==> config.mk <==
export PLATFORM = sky130hd
export DESIGN_NAME = frame_time_window_stats
export DESIGN_NICKNAME = d
export VERILOG_FILES = /design/src/ftws_pkg.sv /design/src/ftws_alu.sv /design/src/frame_time_window_stats.sv
export SDC_FILE = /design/constraint.sdc
export NUM_CORES = 2
export LEC_CHECK = 0
export ABC_AREA = 1
export BUFFER_PORTS_ARGS = -buffer_cell sky130_fd_sc_hd__buf_2
export CAP_MARGIN = 25
export CORE_MARGIN = 2
export CORE_UTILIZATION = 53
export CTS_CLUSTER_SIZE = 24
export DETAILED_ROUTE_END_ITERATION = 8
export MAX_ROUTING_LAYER = met4
export PLACE_DENSITY_LB_ADDON = 0.3
export REMOVE_ABC_BUFFERS = 1
export SYNTH_ARGS = -nofsm -noshare
export SYNTH_HDL_FRONTEND = slang
export SYNTH_SLANG_ARGS = --single-unit
==> constraint.sdc <==
create_clock -name clk -period 10.4 [get_ports clk]
set_clock_uncertainty 0.1 [all_clocks]
set_input_delay 2.08 -clock clk [delete_from_list [all_inputs] [get_ports clk]]
set_output_delay 2.08 -clock clk [all_outputs]
set_load 0.02 [all_outputs]
==> src/ftws_pkg.sv <==
// Package: shared constants and types of the frame time window stats block.
`timescale 1ns / 1ps
package ftws_pkg;

  localparam int DATA_W          = 64;
  localparam int STEP_W          = $clog2(DATA_W);
  localparam int WINDOW_SIZE_DEF = 32;

  // Percentile fractions
  localparam int PCT_A   = 95;
  localparam int PCT_B   = 99;
  localparam int PCT_DEN = 100;

  // x / 100 == (x * RECIP_100) >> RECIP_SHIFT, exact for x below 2^15
  localparam int RECIP_100   = 20972;
  localparam int RECIP_W     = 15;
  localparam int RECIP_SHIFT = 21;

  typedef enum logic [1:0] {
    ALU_ADD = 2'b01,
    ALU_SUB = 2'b10
  } alu_op_t;

  // carry: carry out on add, borrow on subtract
  typedef struct packed {
    logic carry;
    logic zero;
  } alu_flags_t;

endpackage

==> src/ftws_alu.sv <==
// Shared 64-bit add/subtract unit with carry and zero flags.
`timescale 1ns / 1ps
module ftws_alu (
  input  ftws_pkg::alu_op_t            op,
  input  logic [ftws_pkg::DATA_W-1:0]  a,
  input  logic [ftws_pkg::DATA_W-1:0]  b,
  output logic [ftws_pkg::DATA_W-1:0]  res,
  output ftws_pkg::alu_flags_t         flags
);
  import ftws_pkg::*;

  logic [DATA_W:0] full;

  // One adder serves sum, divide step and compare
  always_comb begin
    unique case (op)
      ALU_ADD: full = {1'b0, a} + {1'b0, b};
      ALU_SUB: full = {1'b0, a} - {1'b0, b};
      default: full = '0;
    endcase
    res         = full[DATA_W-1:0];
    flags.carry = full[DATA_W];
    flags.zero  = (full[DATA_W-1:0] == '0);
  end

endmodule

==> src/frame_time_window_stats.sv <==
// Top level: sliding-window mean and 95th/99th percentile of frame durations.
//
//   channel   direction  handshake                ports
//   ------------------------------------------------------------------------------
//   sample    in         start & !busy            frame_dur
//   result    out        done, one cycle, no hold last_dur mean_dur p95_dur p99_dur
//
// Each sample is worked through by the single ring read port and the shared adder:
//   a summing walk, a one-bit-per-cycle restoring divide, then one window scan per
//   candidate, of which 1 to n are examined (n = window fill after the write).
// Reset (rst, synchronous) empties the window; ring contents need no clearing.
// busy stays high from the accepting edge through the done beat; the receiver
//   cannot stall, so the result beat is taken in the cycle it is shown.
`timescale 1ns / 1ps
module frame_time_window_stats #(
  parameter int WINDOW_SIZE = ftws_pkg::WINDOW_SIZE_DEF
) (
  input  logic                         clk,
  input  logic                         rst,
  input  logic                         start,
  input  logic [ftws_pkg::DATA_W-1:0]  frame_dur,
  output logic                         busy,
  output logic                         done,
  output logic [ftws_pkg::DATA_W-1:0]  last_dur,
  output logic [ftws_pkg::DATA_W-1:0]  mean_dur,
  output logic [ftws_pkg::DATA_W-1:0]  p95_dur,
  output logic [ftws_pkg::DATA_W-1:0]  p99_dur
);
  import ftws_pkg::*;

  localparam int AW     = (WINDOW_SIZE > 1) ? $clog2(WINDOW_SIZE) : 1;
  localparam int CW     = $clog2(WINDOW_SIZE + 1);
  localparam int NUM_W  = CW + 7;
  localparam int PROD_W = NUM_W + RECIP_W;

  typedef enum logic [6:0] {
    S_IDLE  = 7'b0000001,
    S_SUM   = 7'b0000010,
    S_DIV   = 7'b0000100,
    S_CAND  = 7'b0001000,
    S_CLOAD = 7'b0010000,
    S_SCAN  = 7'b0100000,
    S_DONE  = 7'b1000000
  } state_t;

  state_t state, state_next;

  logic                accept;
  logic [AW-1:0]       write_slot;
  logic [CW-1:0]       fill_count;
  logic [CW-1:0]       idx;
  logic [CW-1:0]       cand_idx;
  logic [STEP_W-1:0]   step;
  logic                rd_en;
  logic                rd_vld;
  logic [AW-1:0]       rd_addr;
  logic [DATA_W-1:0]   rd_data;
  logic [DATA_W-1:0]   ring [WINDOW_SIZE];
  logic [DATA_W-1:0]   acc;
  logic [CW-1:0]       rem;
  logic [CW:0]         rem_sh;
  logic                div_ge;
  logic [DATA_W-1:0]   cand;
  logic [CW-1:0]       cnt_lt, cnt_le;
  logic [CW-1:0]       lt_f, le_f;
  logic                found95, found99;
  logic                hit95, hit99;
  logic                scan_end, last_cand;
  logic [NUM_W-1:0]    num95, num99;
  logic [PROD_W-1:0]   prod95, prod99;
  logic [CW-1:0]       rank95, rank99;

  alu_op_t             alu_op;
  logic [DATA_W-1:0]   alu_a, alu_b, alu_res;
  alu_flags_t          alu_flags;

  ftws_alu u_alu (
    .op    (alu_op),
    .a     (alu_a),
    .b     (alu_b),
    .res   (alu_res),
    .flags (alu_flags)
  );

  assign accept = start && !busy;
  assign busy   = (state != S_IDLE);
  assign done   = (state == S_DONE);

  // Divide step and scan compare decode
  assign rem_sh    = {rem, acc[DATA_W-1]};
  assign div_ge    = !alu_flags.carry;
  assign lt_f      = cnt_lt + CW'(alu_flags.carry);
  assign le_f      = cnt_le + CW'(alu_flags.carry | alu_flags.zero);
  assign hit95     = !found95 && (lt_f < rank95) && (rank95 <= le_f);
  assign hit99     = !found99 && (lt_f < rank99) && (rank99 <= le_f);
  assign scan_end  = (idx == fill_count) && rd_vld;
  assign last_cand = (cand_idx == CW'(fill_count - 1'b1));

  // Sequencer and shared unit operand select
  always_comb begin
    state_next = state;
    rd_en      = 1'b0;
    rd_addr    = idx[AW-1:0];
    alu_op     = ALU_ADD;
    alu_a      = acc;
    alu_b      = rd_data;
    unique case (state)
      S_IDLE: begin
        if (start) state_next = S_SUM;
      end
      S_SUM: begin
        rd_en = (idx != fill_count);
        if (scan_end) state_next = S_DIV;
      end
      S_DIV: begin
        alu_op = ALU_SUB;
        alu_a  = DATA_W'(rem_sh);
        alu_b  = DATA_W'(fill_count);
        if (step == STEP_W'(DATA_W - 1)) state_next = S_CAND;
      end
      S_CAND: begin
        rd_en      = 1'b1;
        rd_addr    = cand_idx[AW-1:0];
        state_next = S_CLOAD;
      end
      S_CLOAD: begin
        state_next = S_SCAN;
      end
      S_SCAN: begin
        rd_en  = (idx != fill_count);
        alu_op = ALU_SUB;
        alu_a  = rd_data;
        alu_b  = cand;
        if (scan_end) begin
          if (((found95 || hit95) && (found99 || hit99)) || last_cand) begin
            state_next = S_DONE;
          end else begin
            state_next = S_CAND;
          end
        end
      end
      S_DONE: begin
        state_next = S_IDLE;
      end
      default: state_next = S_IDLE;
    endcase
  end

  // Sample ring: one write port, one registered read port
  always_ff @(posedge clk) begin
    if (accept) ring[write_slot] <= frame_dur;
    if (rd_en) rd_data <= ring[rd_addr];
  end

  // Control state
  always_ff @(posedge clk) begin
    if (rst) begin
      state      <= S_IDLE;
      write_slot <= '0;
      fill_count <= '0;
      idx        <= '0;
      cand_idx   <= '0;
      step       <= '0;
      rd_vld     <= 1'b0;
      found95    <= 1'b0;
      found99    <= 1'b0;
    end else begin
      state  <= state_next;
      rd_vld <= rd_en;
      if (rd_en && (state == S_SUM || state == S_SCAN)) idx <= idx + 1'b1;
      unique case (state)
        S_IDLE: begin
          if (accept) begin
            write_slot <= (write_slot == AW'(WINDOW_SIZE - 1)) ? '0 : write_slot + 1'b1;
            if (fill_count != CW'(WINDOW_SIZE)) fill_count <= fill_count + 1'b1;
            idx <= '0;
          end
        end
        S_SUM: begin
          step <= '0;
        end
        S_DIV: begin
          step     <= step + 1'b1;
          cand_idx <= '0;
          found95  <= 1'b0;
          found99  <= 1'b0;
        end
        S_CLOAD: begin
          idx <= '0;
        end
        S_SCAN: begin
          if (scan_end) begin
            found95  <= found95 || hit95;
            found99  <= found99 || hit99;
            cand_idx <= cand_idx + 1'b1;
          end
        end
        S_CAND, S_DONE: begin
        end
        default: begin
        end
      endcase
    end
  end

  // Rank targets follow the fill count through two registered steps
  assign prod95 = PROD_W'(num95) * PROD_W'(RECIP_100);
  assign prod99 = PROD_W'(num99) * PROD_W'(RECIP_100);

  always_ff @(posedge clk) begin
    num95  <= NUM_W'(32'(fill_count) * PCT_A + PCT_DEN - 1);
    num99  <= NUM_W'(32'(fill_count) * PCT_B + PCT_DEN - 1);
    rank95 <= CW'(prod95 >> RECIP_SHIFT);
    rank99 <= CW'(prod99 >> RECIP_SHIFT);
  end

  // Datapath: sum, restoring divide, candidate counts, results
  always_ff @(posedge clk) begin
    unique case (state)
      S_IDLE: begin
        if (accept) begin
          last_dur <= frame_dur;
          acc      <= '0;
        end
      end
      S_SUM: begin
        if (rd_vld) acc <= alu_res;
        rem <= '0;
      end
      S_DIV: begin
        rem <= div_ge ? alu_res[CW-1:0] : rem_sh[CW-1:0];
        acc <= {acc[DATA_W-2:0], div_ge};
        if (step == STEP_W'(DATA_W - 1)) mean_dur <= {acc[DATA_W-2:0], div_ge};
      end
      S_CLOAD: begin
        cand   <= rd_data;
        cnt_lt <= '0;
        cnt_le <= '0;
      end
      S_SCAN: begin
        if (rd_vld) begin
          cnt_lt <= lt_f;
          cnt_le <= le_f;
        end
        if (scan_end && hit95) p95_dur <= cand;
        if (scan_end && hit99) p99_dur <= cand;
      end
      S_CAND, S_DONE: begin
      end
      default: begin
      end
    endcase
  end

endmodule

# Yosys cells after proc, flatten, opt, wreduce, memory -nomap -nowiden
# Memory sizes are Yosys's and may differ from the RTL's. A register that Yosys moved wholly into a read port is not among the register bits.
# Cells that the tools add are included.
# totals
ram_bits	2048
register_bits	479
input_bits	67
n_memories	1
# mem_list
memory	depth	word_bits	rd	rd_clocked_by_memory_dff	write_ports	line_no	text
ring	32	64	1	1	1	frame_time_window_stats.sv:58	logic [DATA_W-1:0] ring [WINDOW_SIZE];
# op_classes
n_bitwise	1
add_sub_neg	14
n_eq_ne	23
multipliers	4
mux	34
order_cmp	4
reduce_logical	34
# ops
cell	count
64-bit one-hot mux with 2 select lines	2
64-bit one-hot mux with 3 select lines	1
65-bit one-hot mux with 2 select lines	1
64-bit 2-to-1 mux	2
6-bit one-hot mux with 2 select lines	6
64-bit by 64-bit adder with 65-bit output	1
64-bit by 64-bit subtractor with 65-bit output	1
64-bit logical NOT	1
13-bit by 13-bit multiplier with 25-bit output, second input constant	2
7-bit one-hot mux with 6 select lines	1
6-bit 2-to-1 mux	6
7-bit 2-to-1 mux	5
13-bit by 7-bit adder with 13-bit output, second input constant	2
6-bit by 7-bit multiplier with 13-bit output, second input constant	2
13-bit by 1-bit subtractor with 13-bit output, second input constant	2
6-bit by 1-bit adder with 6-bit output, second input constant	4
2-bit != test, second input constant	7
6-bit by 1-bit adder with 6-bit output	2
6-bit == test	2
6-bit less-or-equal comparator	2
6-bit < comparator	2
2-bit AND reduction	6
1-bit logical AND	10
5-bit 2-to-1 mux	2
27 further kinds	42

# Longest topological paths before layout
# depth
word_depth	16
ltp_mapped	60

# By module
# A second synthesis with hierarchy kept.
# unflattened
hier_cells	10858
area_unflattened_um2	118906.5
# by_module_without_submodules
mod	area_each_um2	cells_each	seq_area_each_um2	instances
frame_time_window_stats	110164.4	9029	76993.8	1
ftws_alu	8742.1	1829	0.0	1

# Worst setup path after synthesis
# Ideal clock, no wire load.
# synth_path
path_kind	input -> register
start	input start
end	memory ring[19][0], enable pin
path_slack_ns	-0.494
stages	6
t_arrival_ns	10.229
path_buffers	0
setup_ns	0.565
path_cell_list	inv_1 > nor2_1 > inv_1 > nor2_1 > nand2_1 > nor3_1
# synth_via
elab_chain_len	3
# synth_rtl
item	line_no	text
from (decl)	frame_time_window_stats.sv:20	input logic start,
1-bit logical AND	frame_time_window_stats.sv:85	assign accept = start && !busy;
1-bit 2-to-1 mux	frame_time_window_stats.sv:151	if (accept) ring[write_slot] <= frame_dur;
1-bit 2-to-1 mux (not written as such)	frame_time_window_stats.sv:151	
to (decl)	frame_time_window_stats.sv:58	
# Every way passes these cells.

# Final worst setup path
# layout_path
start	register state[3]
end	register p95_dur[52] (netlist name), enable pin
# layout_via
elab_chain_len	12
elab_cells_between_ends	21
cone_classes	4 x add/sub; 2 x order compare; 4 x eq/ne; 4 x mux; 1 x bitwise; 6 x reduce/logical
# layout_rtl
item	line_no	text
from (decl)	frame_time_window_stats.sv:46	state_t state, state_next;
from (signal assigned)	frame_time_window_stats.sv:168	state <= state_next;
branches (longest 11 deep; another with 64-bit by 64-bit subtractor with 65-bit output)	--	
2-bit AND reduction (no line) (*)	--	
to (signal assigned)	frame_time_window_stats.sv:245	if (scan_end && hit95) p95_dur <= cand;
to (decl)	frame_time_window_stats.sv:26	output logic [ftws_pkg::DATA_W-1:0] p95_dur,
# Every way passes the cells marked *.
# A chain may end at the register's enable or synchronous reset.

==> metrics.md <==
| Metric | Value |
|---|---|
| Status | `completed` |
| Post-layout util | `about three fifths` |
| Initial Util | `53.4%` |
| Max-cap violations | `0` |
| Clock Latency Late Sink | `between 0.9 and 1 ns` |
| Storage cell area | `77000 um2` |
| Post-synth top flop | `edfxtp_1` |
| Area Growth Syn to Fin | `11.5%` |
| RSZ-0062 raised after global routing | `false` |
| Final worst-path cycle share | `roughly 88%` |
| Unique masters post-synth | `57` |
| Fraction of the yosys area taken by sequential cells | `66.3%` |
| CP most frequent cell | `nand2_1` |
| Number of I/O pins | `about 330` |
| VDD IR-drop max | `0.000434 V` |
| Pint | `21.2 mW` |
| Final wirelength | `~340 mm` |
| Worst-case clock buffer depth | `4` |
| First-pass GRT wire length | `around 500 mm` |
| Filler cells | `17200` |
| DP Area | `~120000 um2` |
| Slew margin rel. | `25.5%` |
| Sequential power share | `roughly 38%` |
| Setup violators final | `0` |
| Mapped Area | `between 100000 and 150000 um2` |
| Via/cell ratio | `6.03` |
| # rows | `roughly 170` |
| Slew Limit Fails | `0` |
| Final Hold Vio Count | `0` |
| Vias | `81000` |
| Min Tclk post-route | `around 9 ns` |
| Die Y | `~470 um` |
| Die W | `~470 um` |
| Critical Path Source Type | `register` |
| Detailed placer's ending HPWL | `between 200 and 250 mm` |
| Worst Tran Pin Value | `approximately 1.1 ns` |
| WL/cell | `around 25 um` |
| Largest net degree at the start of global routing | `about 190` |
| Critical path capture point type | `register` |
| Hold-fix buffers, CTS | `0` |
| Power density over the cells | `about 250 nW/um2` |
| Critical Path AT | `9.68 ns` |
| Total negative slack | `0 ns` |
| Crit Path Max Fanout | `25` |
| Combinational share of power | `33.2%` |
| Syn avg cell area | `between 10 and 15 um2` |
| Clock sinks | `2589` |
| Leakage | `between 40 and 50 nW` |
| Root Driver | `clkbuf_16` |
| Fmax | `between 100 and 150 MHz` |
| Clock share of power | `roughly 29%` |
| Number of global-route vias before repair | `roughly 77000` |
| Post-Syn Instances | `10100` |
| Post-route cell area | `between 100000 and 150000 um2` |
| Asr flop ratio synth | `0%` |
| DRT Pass-1 Iters | `7` |
| Sw Ratio | `between 30% and 40%` |
| CTS tree | `built` |
| Req. time, crit path | `about 11 ns` |
| TritonCTS buffer count | `between 200 and 300` |
| Worst path slowest cell | `nor3_1` |
| DRC | `0` |
| Synthesis-stage register bit count | `about 2600` |
| Worst Hold Class | `register to register` |
| # H-tree levels | `5` |
| Full die area | `~220000 um2` |
| IO buf count | `324` |
| Initial antenna violation count | `20` |
| P_sw | `between 10 and 15 mW` |
| CP Class | `register to register` |
| Synth warn | `0` |
| Global-route usage over all layers | `31.1%` |
| GRT overflow | `0` |
| Setup bufs post-CTS | `0` |
| PostCTS Resize Cnt | `0` |
| EDFF count, synth | `about 2500` |
| Post-DRT Antenna Nets | `0` |
| Starting DRT DRC Count | `a little over 10000` |
| Routability cong. | `0.949` |
| Multi-input gate area | `between 30000 and 40000 um2` |
| CTS clk-pin slew, worst paths | `around 0.06 ns` |
| Max incr delay on CP | `0.67 ns` |
| Core Footprint | `218000 um2` |
| Share of cells above drive strength 1 | `a little under a tenth` |
| Final net count | `around 11000` |
## cell usage in the layout, fill, tap and decap left out, types with 7 or more instances in the layout
cell / instances
nor3b_1: 7
nand3_1: 458
buf_4: 116
xnor2_1: 65
o21ai_2: 8
nand3b_1: 24
buf_2: 324
o211ai_1: 48
inv_2: 7
clkinvlp_4: 9
o21bai_1: 7
edfxtp_1: 2514
clkbuf_1: 62
bufinv_16: 13
o221ai_1: 48
a21oi_1: 137
xor2_1: 68
nor2_4: 40
clkinv_2: 42
clkinv_1: 51
o21ai_0: 1127
buf_12: 18
nand2_4: 12
o21ai_1: 41
clkbuf_16: 291
nor2_1: 1286
nor3_1: 32
fa_1: 129
nor2_2: 27
dfxtp_1: 75
diode_2: 20
nand4_1: 33
ha_1: 345
nand2_1: 1562
o22ai_1: 568
inv_1: 880
## worst max-delay path, delay by kind of cell, from the launching register on
| kind | cells | cell delay, ns |
|---|---|---|
| xor+xnor | 2 | 0.37 |
| compound gates | 4 | 0.59 |
| flops | 1 | 0.36 |
| simple gates | 30 | 5.06 |
| fa+ha+maj | 4 | 1.13 |
| buf+inv | 7 | 1.21 |
## synth_stat cells, types with 5 or more instances
master | n | area [um2]
a21oi_1 | 137 | 686
buf_1 | 26 | 97.6
buf_2 | 92 | 460
buf_4 | 5 | 37.5
buf_6 | 5 | 56.3
clkbuf_1 | 363 | 1360
dfxtp_1 | 75 | 1500
edfxtp_1 | 2514 | 75500
fa_1 | 129 | 2580
ha_1 | 345 | 4320
inv_1 | 881 | 3310
inv_2 | 11 | 41.3
nand2_1 | 1563 | 5870
nand2_2 | 6 | 37.5
nand2_4 | 11 | 124
nand3_1 | 458 | 2290
nand3b_1 | 24 | 180
nand4_1 | 33 | 206
nor2_1 | 1318 | 4950
nor2_2 | 28 | 175
nor2_4 | 7 | 78.8
nor3_1 | 36 | 180
nor3b_1 | 7 | 52.6
o211ai_1 | 48 | 360
o21ai_0 | 1130 | 5660
o21ai_1 | 41 | 205
o21ai_2 | 9 | 78.8
o21bai_1 | 7 | 52.6
o221ai_1 | 48 | 420
o22ai_1 | 568 | 3550
o22ai_2 | 5 | 62.6
or2_2 | 6 | 37.5
xnor2_1 | 65 | 569
xor2_1 | 68 | 596
## per-layer routing
layer	up-vias	global-route usage (%)	share of wire (%)
met3	721	5.04	9.9
met1	39500	42.3	40
met4	0	11.0	3.5
met2	4684	47.9	47
li1	36100	-	-
met5	-	-	0
## stage by stage
step	instances	setup slack [ns]	power [mW]	hold WS (ns)
floorplan	9629	-26.20	20.0	0.326
global placement	12900	1.02	23.0	0.332
detailed placement	12900	1.22	23.2	0.334
CTS	13400	1.13	32.6	0.337
global route	13400	0.582	34.5	0.356
finish	13400	1.21	32.5	0.335
## power by group through the flow
stage | combinational [mW] | sequential, mW | clock (mW)
6_report | 10.8 | 12.3 | 9.39
5_1_grt | 12.3 | 12.4 | 9.91
4_1_cts | 10.8 | 12.3 | 9.49
3_5_place_dp | 10.7 | 12.5 | 0
3_3_place_gp | 10.5 | 12.5 | 0
2_1_floorplan | 7.42 | 12.6 | 0
## final cells by class
class | count | area share (%)
clock buffers | 358 | 5.84
well taps | 2854 | 2.76
diodes | 20 | 0.0387
inverters | 895 | 2.62
flip-flops and latches | 2589 | 59.5
repair buffers | 459 | 2.22
clock inverters | 122 | 0.736
multi-input cells | 6145 | 26.3
## logic make-up (layout without fill, tap and decap cells)
kind of cell / Yosys count / count (layout) / share of synthesized area [%]
AND/OR/NAND/NOR: 3514 / 3514 / 12.3
flip-flops: 2589 / 2589 / 66.3
AO/OA/AOI/OAI: 2024 / 2024 / 9.76
buffers and inverters: 1388 / 1834 / 4.66
adder cells (fa/ha/maj): 474 / 474 / 5.94
XOR/XNOR: 133 / 133 / 1.00
other: 0 / 20 / 0
## registers in the layout (all words and copies together), names as in the netlist, 7 cells and up
| signal | cells |
|---|---|
| ring | 2048 |
| rd_data | 64 |
| mean_dur | 64 |
| num99 | 13 |
| state | 7 |
| cand | 64 |
| num95 | 11 |
| p99_dur | 64 |
| acc | 64 |
| p95_dur | 64 |
| last_dur | 64 |
## final timing paths
kind                                    end        start  cells after the start  slack [ns]
worst max-delay path            p95_dur[52]     state[3]                     47        1.21
worst min-delay path               cand[11]  rd_data[11]                      0        0.33
worst max register to register  p95_dur[52]     state[3]                     47        1.21
worst min register to register     cand[11]  rd_data[11]                      0        0.33
(Power assumes the default switching activity.)
